==> src/design/tcx_pkg.sv <==
// ----------------------------------------------------------------------------
// tcx_pkg: shared types and constants of the toy CPU execute unit
// Sizes, opcodes, controller states and the command/status bundles.
// ----------------------------------------------------------------------------
package tcx_pkg;

  localparam int MEM_BYTES   = 65536;
  localparam int NUM_REGS    = 16;
  localparam int DIRECT_REGS = 5;
  localparam int MEM_AW      = $clog2(MEM_BYTES);
  localparam int RF_AW       = $clog2(NUM_REGS);
  localparam int IN_W        = 48;
  localparam int OUT_W       = 40;

  localparam logic [7:0] OP_MOVE = 8'd1;
  localparam logic [7:0] OP_ADD  = 8'd2;
  localparam logic [7:0] OP_SUB  = 8'd3;
  localparam logic [7:0] OP_MUL  = 8'd4;
  localparam logic [7:0] OP_DIV  = 8'd5;
  localparam logic [7:0] OP_AND  = 8'd6;
  localparam logic [7:0] OP_OR   = 8'd7;
  localparam logic [7:0] OP_NOT  = 8'd8;
  localparam logic [7:0] OP_CMP  = 8'd9;
  localparam logic [7:0] OP_JMP  = 8'd10;
  localparam logic [7:0] OP_IN   = 8'd11;
  localparam logic [7:0] OP_OUT  = 8'd12;

  localparam logic [3:0] JC_ALWAYS = 4'd0;
  localparam logic [3:0] JC_EQ     = 4'd1;
  localparam logic [3:0] JC_GT     = 4'd2;
  localparam logic [3:0] JC_LT     = 4'd3;

  localparam logic [1:0] FLAG_EQ = 2'b00;
  localparam logic [1:0] FLAG_GT = 2'b01;
  localparam logic [1:0] FLAG_LT = 2'b11;

  typedef enum logic [3:0] {
    ST_CLEAR, ST_IDLE, ST_DEC, ST_R1H, ST_R1L, ST_R2H, ST_R2L, ST_RWAIT,
    ST_EXEC, ST_DIV, ST_WB, ST_WRL, ST_FIN
  } state_t;

  typedef enum logic [1:0] {TGT_V1H, TGT_V1L, TGT_V2H, TGT_V2L} rd_tgt_t;

  typedef struct packed {
    logic    ld;
    logic    rf_rd;
    logic    rd_en;
    rd_tgt_t rd_tgt;
    logic    exec;
    logic    div_start;
    logic    wb;
    logic    wr_lo;
    logic    fin;
    logic    clr;
  } cmd_t;

  typedef struct packed {
    logic d_mem;
    logic s_mem;
    logic div_go;
    logic wr_en;
    logic wr_mem;
    logic div_done;
    logic out_busy;
    logic clr_last;
  } sts_t;

endpackage

==> src/design/tcx_ctrl.sv <==
// ----------------------------------------------------------------------------
// tcx_ctrl: instruction sequencer
// Walks one instruction through operand fetch, execute and write-back.
// ----------------------------------------------------------------------------
module tcx_ctrl (
  input  logic         clk,
  input  logic         rst_n,
  input  logic         in_tvalid,
  output logic         in_tready,
  input  tcx_pkg::sts_t sts,
  output tcx_pkg::cmd_t cmd
);
  import tcx_pkg::*;

  state_t state_r, state_nxt;

  always_comb begin
    state_nxt = state_r;
    case (state_r)
      ST_CLEAR: if (sts.clr_last) state_nxt = ST_IDLE;
      ST_IDLE:  if (in_tvalid) state_nxt = ST_DEC;
      ST_DEC: begin
        if (sts.d_mem)      state_nxt = ST_R1H;
        else if (sts.s_mem) state_nxt = ST_R2H;
        else                state_nxt = ST_EXEC;
      end
      ST_R1H:   state_nxt = ST_R1L;
      ST_R1L:   state_nxt = sts.s_mem ? ST_R2H : ST_RWAIT;
      ST_R2H:   state_nxt = ST_R2L;
      ST_R2L:   state_nxt = ST_RWAIT;
      ST_RWAIT: state_nxt = ST_EXEC;
      ST_EXEC:  state_nxt = sts.div_go ? ST_DIV : ST_WB;
      ST_DIV:   if (sts.div_done) state_nxt = ST_WB;
      ST_WB:    state_nxt = (sts.wr_en && sts.wr_mem) ? ST_WRL : ST_FIN;
      ST_WRL:   state_nxt = ST_FIN;
      ST_FIN:   if (!sts.out_busy) state_nxt = ST_IDLE;
      default:  state_nxt = ST_IDLE;
    endcase
  end

  always_comb begin
    cmd       = '0;
    cmd.rd_tgt = TGT_V1H;
    in_tready = 1'b0;
    case (state_r)
      ST_CLEAR: cmd.clr = 1'b1;
      ST_IDLE: begin
        in_tready = 1'b1;
        cmd.ld    = in_tvalid;
      end
      ST_DEC: cmd.rf_rd = 1'b1;
      ST_R1H: begin
        cmd.rd_en  = 1'b1;
        cmd.rd_tgt = TGT_V1H;
      end
      ST_R1L: begin
        cmd.rd_en  = 1'b1;
        cmd.rd_tgt = TGT_V1L;
      end
      ST_R2H: begin
        cmd.rd_en  = 1'b1;
        cmd.rd_tgt = TGT_V2H;
      end
      ST_R2L: begin
        cmd.rd_en  = 1'b1;
        cmd.rd_tgt = TGT_V2L;
      end
      ST_EXEC: begin
        cmd.exec      = 1'b1;
        cmd.div_start = sts.div_go;
      end
      ST_WB:  cmd.wb    = 1'b1;
      ST_WRL: cmd.wr_lo = 1'b1;
      ST_FIN: cmd.fin   = !sts.out_busy;
      default: ;
    endcase
  end

  always_ff @(posedge clk) begin
    if (!rst_n) begin
      state_r <= ST_CLEAR;
    end else begin
      state_r <= state_nxt;
    end
  end

  a_accept_dec: assert property (@(posedge clk) disable iff (!rst_n)
    (in_tvalid && in_tready) |=> (state_r == ST_DEC))
    else $error("accepted word not decoded");
  a_fin_idle: assert property (@(posedge clk) disable iff (!rst_n)
    (state_r == ST_FIN && !sts.out_busy) |=> (state_r == ST_IDLE))
    else $error("finished item did not return to idle");
  a_clear_block: assert property (@(posedge clk) disable iff (!rst_n)
    cmd.clr |-> !in_tready)
    else $error("input taken during memory clear");
endmodule

==> config.mk <==
export PLATFORM = sky130hd
export DESIGN_NAME = tcx_ctrl
export DESIGN_NICKNAME = d
export VERILOG_FILES = /design/src/design/tcx_pkg.sv /design/src/design/tcx_ctrl.sv
export SDC_FILE = /design/constraint.sdc
export NUM_CORES = 1
export LEC_CHECK = 0
export BUFFER_PORTS_ARGS = -buffer_cell sky130_fd_sc_hd__buf_2
export CAP_MARGIN = 15
export CORE_MARGIN = 4
export CORE_UTILIZATION = 23
export DETAILED_ROUTE_END_ITERATION = 7
export SYNTH_ARGS = -nofsm -noshare
export SYNTH_HDL_FRONTEND = slang
export SYNTH_SLANG_ARGS = --single-unit
==> constraint.sdc <==
create_clock -name clk -period 1.6 [get_ports clk]
set_clock_uncertainty 0.2 [all_clocks]
set_input_delay 0.24 -clock clk [delete_from_list [all_inputs] [get_ports clk]]
set_output_delay 0.24 -clock clk [all_outputs]
set_load 0.05 [all_outputs]
Yosys cells after proc, flatten, opt, wreduce, memory -nomap -nowiden:

Index checks and enable logic that the tools add are counted.

* word-level logic and storage cells: 40
* bits of input ports: 11
* register bits after elaboration: 4
* output and inout bits: 12

* multiplexer cells: 19
* eq/ne operators: 16
* reductions and logical operators: 4

Operators with widths (number)
* 4-bit case mux with 13 select lines: 1
* 4-bit two-way mux: 6
* 4-bit equality test (second input constant): 5
* 4-bit by 3-bit equality test with 1-bit output (second input constant): 4
* 3-bit case mux with 4 select lines: 1
* 4-bit by 2-bit equality test with 1-bit output (second input constant): 2
* 2-bit != test (second input constant): 4
* 1-bit two-way mux: 7
* 2-bit two-way mux: 3
* 4-bit by 1-bit equality test with 1-bit output (second input constant): 1
* 4-bit zero test: 1
* 4-bit AND reduction: 1
* 3-bit two-way mux: 1
* 1-bit logical AND: 1
* 1-bit zero test: 1

Depth between registers and ports, before layout:

Gate-level depths: netlist (run 1).

* depth after elaboration: 3
* mapped depth: 5

Worst setup path before layout (run 1):

Ideal clock, no wire load.

* path kind: reg-to-output
* start point: reg state_r[1]
* end point: out cmd[4] (netlist bit)
* data required time: 1.160 ns
* data arrival time: 1.789 ns
* stages on the path, launching flop included: 4
* setup slack: -0.629 ns
* path through: dfxtp_1 > or2_1 > nor2_1 > and2_1

RTL lines
* from (decl): RTL line tcx_ctrl.sv:15 `state_t state_r, state_nxt;`
* from (signal assigned): RTL line tcx_ctrl.sv:83 `state_r <= state_nxt;`
* to (decl): RTL line tcx_ctrl.sv:11 `output tcx_pkg::cmd_t cmd`

==> metrics.txt, run 1 <==
max-slew violations 0; crit share post-route 1.035; power share of the combinational group 0.492; PortBufs 22; status complete, but fails checks; HP Class primary input to flip-flop; Worst setup SP type flip-flop; worst-margin pin slew 0.2538 ns; clk root buf clkbuf_4; Max-slew headroom 0.8320; IO Pins 23; R2R depth 6; CP Capture Type output pin; NumNets Final approximately 110; Int Pwr 285.8 µW; # setup viols final 5; Final min period 1.656 ns; die width 51.51 µm; Max Cap Viol 0; first-pass GRT wire length between 2000 and 3000 µm; clock power share 0.264; Die Y 51.51 µm; worst setup path category flip-flop to output pin; Flop pwr share 0.243; Critical Path, Cell by Cell or2_4 > nor2_4 > and2_4 > buf_8; CTS buffer count 3; Mapped Area ~440 µm²; Cell variety after synth 30; Worst EP required 1.16 ns; P_leak 0.0003557 µW; top_reg_cell synth dfxtp_1; Post-synth EDFFs 0; Layout area overhead 102.3%; syn_nets between 70 and 80; Seq/Total Area, Yosys 0.1839; Final Hold Viols 0; pin count of the biggest net entering global routing 9; final worst slack -0.05615 ns; gr usage total 0.1402; Non-Filler Instances 124; R2R Path End state_r[0]; final instance area 880.8 µm²; Worst Path Arrival 1.22 ns; Via density between 4 and 5; fill count 175; Syn. warnings 0; Via Count 615; Initial DRC Count 8; failing checks setup timing; number of global-route vias before repair 647; per-cell routed wire length 13.11 µm; Crit-path slowest cell dfxtp_2; CTS tree yes; Die Area ~2700 µm²; max incr delay on CP 0.33 ns; power density cells 526.0 nW/µm²; drt drc 0; H-tree depth 1; Worst setup startpoint state_r[0]; DP HPWL 1157 µm; fmax 603.8 MHz; Worst-path clk slew ~0.040 ns; Avg Inst Size Synth 6.803 µm²; Biggest register state_r; initial core utilization 0.2468; RSZ-0062 raised after global routing yes; Skew-Pair Late Insertion Delay 0.23 ns; FP Rows 15; initial antenna violation count 0; Synth Instances 64; fraction of layout cells with a size suffix above 1 0.6667; FF-to-FF setup slack about 0.060 ns; DRT Pass-1 Iters 4; dpl cell area 666.9 µm²; Worst Setup EP cmd[4]; CTS sink count 4; worst r2r src state_r[2]; Detail Route Antenna Nets 0; top flop regs state_r x4; grt total ovfl 0; Inst Count DP 115; crit path max fanout 5; WL final 1626 µm; core area approximately 1800 µm²; Ant. Diodes 0; Hold Slack 0.05431 ns; Longest Clk Path Bufs 2; Final GP Congestion around 0.85; max reg flops 4; Net Sw Power 177.5 µW; ys async rst share 0; worst vdd ir 235.4 µV; Sw Share 0.3832; register bit count reported by yosys 4
[worst min-delay path by stage]
stage          startpoint    endpoint  slack (ns)  cells after the start
4_1_cts             rst_n  state_r[3]        0.05                      2
6_report            rst_n  state_r[3]        0.05                      2
2_1_floorplan       rst_n  state_r[3]        0.16                      1
3_5_place_dp        rst_n  state_r[3]        0.29                      2
3_3_place_gp        rst_n  state_r[3]        0.30                      2
5_1_grt             rst_n  state_r[3]        0.06                      2
[layout make-up]
type | instances | area, µm² | share of cell area
Multi-Input combinational cell | 55 | 442.9 | 0.5028
Timing Repair Buffer | 36 | 292.8 | 0.3324
Sequential cell | 4 | 87.58 | 0.09943
Tap cell | 25 | 31.28 | 0.03551
Clock buffer | 3 | 22.52 | 0.02557
Inverter | 1 | 3.754 | 0.004261
[synthesized netlist by cell type, types with 2 or more instances]
cell type / number / area [µm²]
nand3b_1: 2 / 15.01
a21oi_1: 4 / 20.02
nor3_1: 3 / 15.01
dfxtp_1: 4 / 80.08
nand2_1: 5 / 18.77
or2_1: 2 / 12.51
nand2b_1: 6 / 37.54
o21ai_0: 2 / 10.01
a31oi_1: 2 / 12.51
buf_2: 3 / 15.01
nor2_1: 12 / 45.04
[worst max-delay path, delay by kind of cell (launching register included)]
kind / cells / cell delay (ns)
flops: 1 / 0.33
buf+inv: 1 / 0.14
simple gates: 3 / 0.52
[per-layer routing]
layer,global-route usage,share of wire,up-vias
li1,-,-,306
met1,0.1579,0.41,277
met2,0.2394,0.51,28
met3,0.03438,0.066,4
met4,0.07860,0.017,0
met5,0,0,-
[stage by stage]
stage | total power [µW] | setup TNS, ns | util | worst slack [ns]
after floorplan | 237.9 | -0.5587 | - | -0.2770
after global placement | 291.8 | 0 | 0.3780 | 0.08145
after detailed placement | 293.3 | 0 | 0.3780 | 0.05046
after CTS | 449.3 | -0.1371 | 0.4766 | -0.05405
after global routing | 492.8 | -0.5705 | 0.4993 | -0.1123
final | 463.3 | -0.1718 | 0.4993 | -0.05615
[power by group through the flow]
stage	clock network, µW	logic, µW	registers (µW)
floorplan	0	127	111
detailed placement	0	181	113
CTS	126	211	113
global route	134	245	113
global placement	0	180	112
finish	122	228	113
[cells by family (layout without fill, tap and decap cells)]
logic type | Yosys count | after routing | synth area share
buffers and inverters | 5 | 40 | 0.06033
XOR/XNOR | 1 | 1 | 0.02012
AO/OA/AOI/OAI | 20 | 20 | 0.3420
flip-flops | 4 | 4 | 0.1839
AND/OR/NAND/NOR | 34 | 34 | 0.3937
[placed cells by master, fill, tap and decap left out, types with 2 or more instances in the layout]
cell | synthesis | final
buf_2 | 3 | 12
buf_4 | 1 | 12
buf_6 | 0 | 10
nor2_1 | 12 | 5
nor2_2 | 0 | 4
nand2b_1 | 6 | 4
nand2b_4 | 0 | 3
nor2_4 | 0 | 3
nand2_1 | 5 | 3
clkbuf_4 | 0 | 3
dfxtp_2 | 0 | 3
nand2_2 | 0 | 2
or2_4 | 0 | 2
a21oi_2 | 0 | 2
nand3b_1 | 2 | 2
o21ai_0 | 2 | 2
a21oi_1 | 4 | 2
a31oi_1 | 2 | 2
buf_8 | 0 | 2
[what timing repair did]
action / CTS / global route
resized for setup: 33 / 10
pin swaps: 3 / 3
gates cloned: 0 / 0
setup endpoints to repair: 11 / 14
hold buffers: 0 / 0
buffers inserted: 6 / 0
No activity file was read; power rests on OpenSTA's default activity.
==> run 2: changes to the inputs <==
--- a/config.mk
+++ b/config.mk
@@ -13,3 +13,4 @@
 export SYNTH_ARGS = -nofsm -noshare
 export SYNTH_HDL_FRONTEND = slang
 export SYNTH_SLANG_ARGS = --single-unit
+export TNS_END_PERCENT = 30
==> constraint.sdc (replaced) <==
create_clock -name clk -period 1.38 [get_ports clk]
set_clock_uncertainty 0.2 [all_clocks]
set_input_delay 0.207 -clock clk [delete_from_list [all_inputs] [get_ports clk]]
set_output_delay 0.207 -clock clk [all_outputs]
set_load 0.05 [all_outputs]
==> metrics.txt, run 2 (synthesized netlist as in run 1, its figures left out) <==
fmax about 600 MHz; status complete, but fails checks; HP Class primary input to flip-flop; pin count of the biggest net entering global routing 12 (+3); WHS Path Cells 2 (unchanged); NumNets Final 110 (-1.8%); Ant. Diodes 0 (unchanged); R2R depth 3 (-3); final worst slack -0.2601 ns (-0.2040 ns); Final min period 1.640 ns; worst r2r src state_r[0]; Non-Filler Instances 122 (-1.6%); Net Sw Power 225.9 µW (+27%); max reg flops 4 (unchanged); DP Worst Slack -0.1269 ns (-0.1774 ns); FF-to-FF setup slack -0.09 ns (-0.15 ns); Hold Crit Endpoint state_r[3]; Worst-path clk slew 0.04 ns (about the same); Biggest register state_r; CP Capture Type output pin; power share of the combinational group 0.497 (+0.005); gr usage total 0.1315 (-0.008661); initial core utilization 0.2468 (unchanged); hold_buf cts 0 (unchanged); R2R Path End state_r[1]; DP HPWL 1178 µm (+1.8%); postcts setup bufs 0 (-6); Skew-Pair Late Insertion Delay 0.25 ns (+0.02 ns); Inst Count DP 119 (+3.5%); grt total ovfl 0 (unchanged); CTS tree yes; initial antenna violation count 0 (unchanged); worst-margin pin slew 0.2473 ns (-0.006503 ns); WL final 1637 µm (+0.68%); crit path max fanout 5 (unchanged); max-slew violations 0 (unchanged); Flop pwr share 0.230 (-0.013); PortBufs 22 (unchanged); clk root buf clkbuf_4; core area 1764 µm² (unchanged); worst setup path category flip-flop to output pin; Worst EP required 0.97 ns (-0.19 ns); H-tree depth 1 (unchanged); hold path start rst_n; Die Y 51.51 µm (unchanged); top flop regs state_r x4; DRT Pass-1 Iters 4 (unchanged); Sw Share 0.3951 (+0.01193); Longest Clk Path Bufs 2 (unchanged); Via Count 608 (-1.1%); number of global-route vias before repair 569 (-12%); Via density 4.984 (+0.48%); crit share post-route 1.189; P_leak 0.0003473 µW (-2.4%); FP Rows 15 (unchanged); Final Hold Viols 0 (unchanged); drt drc 0 (unchanged); power density cells 651.8 nW/µm² (+24%); IO Pins 23 (unchanged); Initial DRC Count 12 (+4); Detail Route Antenna Nets 0 (unchanged); per-cell routed wire length 13.42 µm (+2.3%); CTS buffer count 3 (unchanged); Max Cap Viol 0 (unchanged); Worst Path Arrival 1.23 ns (about the same); Die Area 2653 µm² (unchanged); fraction of layout cells with a size suffix above 1 0.6495 (-0.01718); CTS sink count 4 (unchanged); worst vdd ir 432.6 µV (+84%); Int Pwr 345.8 µW (+21%); clock power share 0.273 (+0.009); Max-slew headroom 0.8334 (+0.001430); Worst setup SP type flip-flop; # setup viols final 15 (+10); most frequent cells in the layout buf_6 (11), buf_4 (11), buf_2 (10); die width 51.51 µm (unchanged); Final GP Congestion 0.8493 (-0.40%); Layout area overhead 101.4%; first-pass GRT wire length 2532 µm (-10%); failing checks setup timing; RSZ-0062 raised after global routing yes
==> run 2: worst max-delay path by stage <==
stage               start     end  slack [ns]
3_5_place_dp   state_r[0]  cmd[4]       -0.13
3_3_place_gp   state_r[0]  cmd[4]       -0.11
6_report       state_r[1]  cmd[0]       -0.26
4_1_cts        state_r[1]  cmd[4]       -0.25
5_1_grt        state_r[0]  cmd[7]       -0.30
2_1_floorplan  state_r[1]  cmd[4]       -0.23
==> run 2: area by class of cell <==
| class | count | area, µm² |
|---|---|---|
| repair buffers | 34 | 286.5 |
| inverters | 1 | 3.754 |
| well taps | 25 | 31.28 |
| fillers | 186 | 887.1 |
| clock buffers | 3 | 22.52 |
| flip-flops and latches | 4 | 87.58 |
| multi-input cells | 55 | 445.4 |
==> run 2: critical path, stage by stage (launching register included) <==
cell     delay (ns)
dfxtp_2        0.33
or2_4          0.28
buf_6          0.13
nor2_4         0.09
buf_8          0.15
==> run 2: power groups by stage <==
stage	Sequential, µW	Clock (µW)	Combinational, µW
2_1_floorplan	130	0	159
3_3_place_gp	131	0	231
3_5_place_dp	133	0	232
4_1_cts	132	157	272
5_1_grt	132	178	301
6_report	131	156	284
==> run 2: metrics by stage <==
step,cell area [µm²],setup TNS (ns),utilization,total power [µW],hold slack (ns)
floorplan,520.5,-1.271,-,289.3,0.1244
global placement,719.4,-0.5261,0.4078,362.4,0.2586
detailed placement,719.4,-0.7226,0.4078,364.1,0.2686
CTS,837.1,-2.654,0.4745,560.8,0.01538
global route,877.1,-3.390,0.4972,610.4,0.008711
finish,877.1,-2.592,0.4972,571.7,0.01318
==> run 2: timing repair <==
action	CTS	global route
setup endpoints to repair	15	15
gates resized for setup	29	10
pin swaps	6	1
gates cloned	0	0
==> run 2: per-layer routing <==
layer,wire length [µm],up-vias,global-route usage
li1,-,297,-
met1,689,283,0.1466
met2,776,21,0.2161
met3,91,7,0.04585
met4,78,0,0.07424
met5,0,-,0
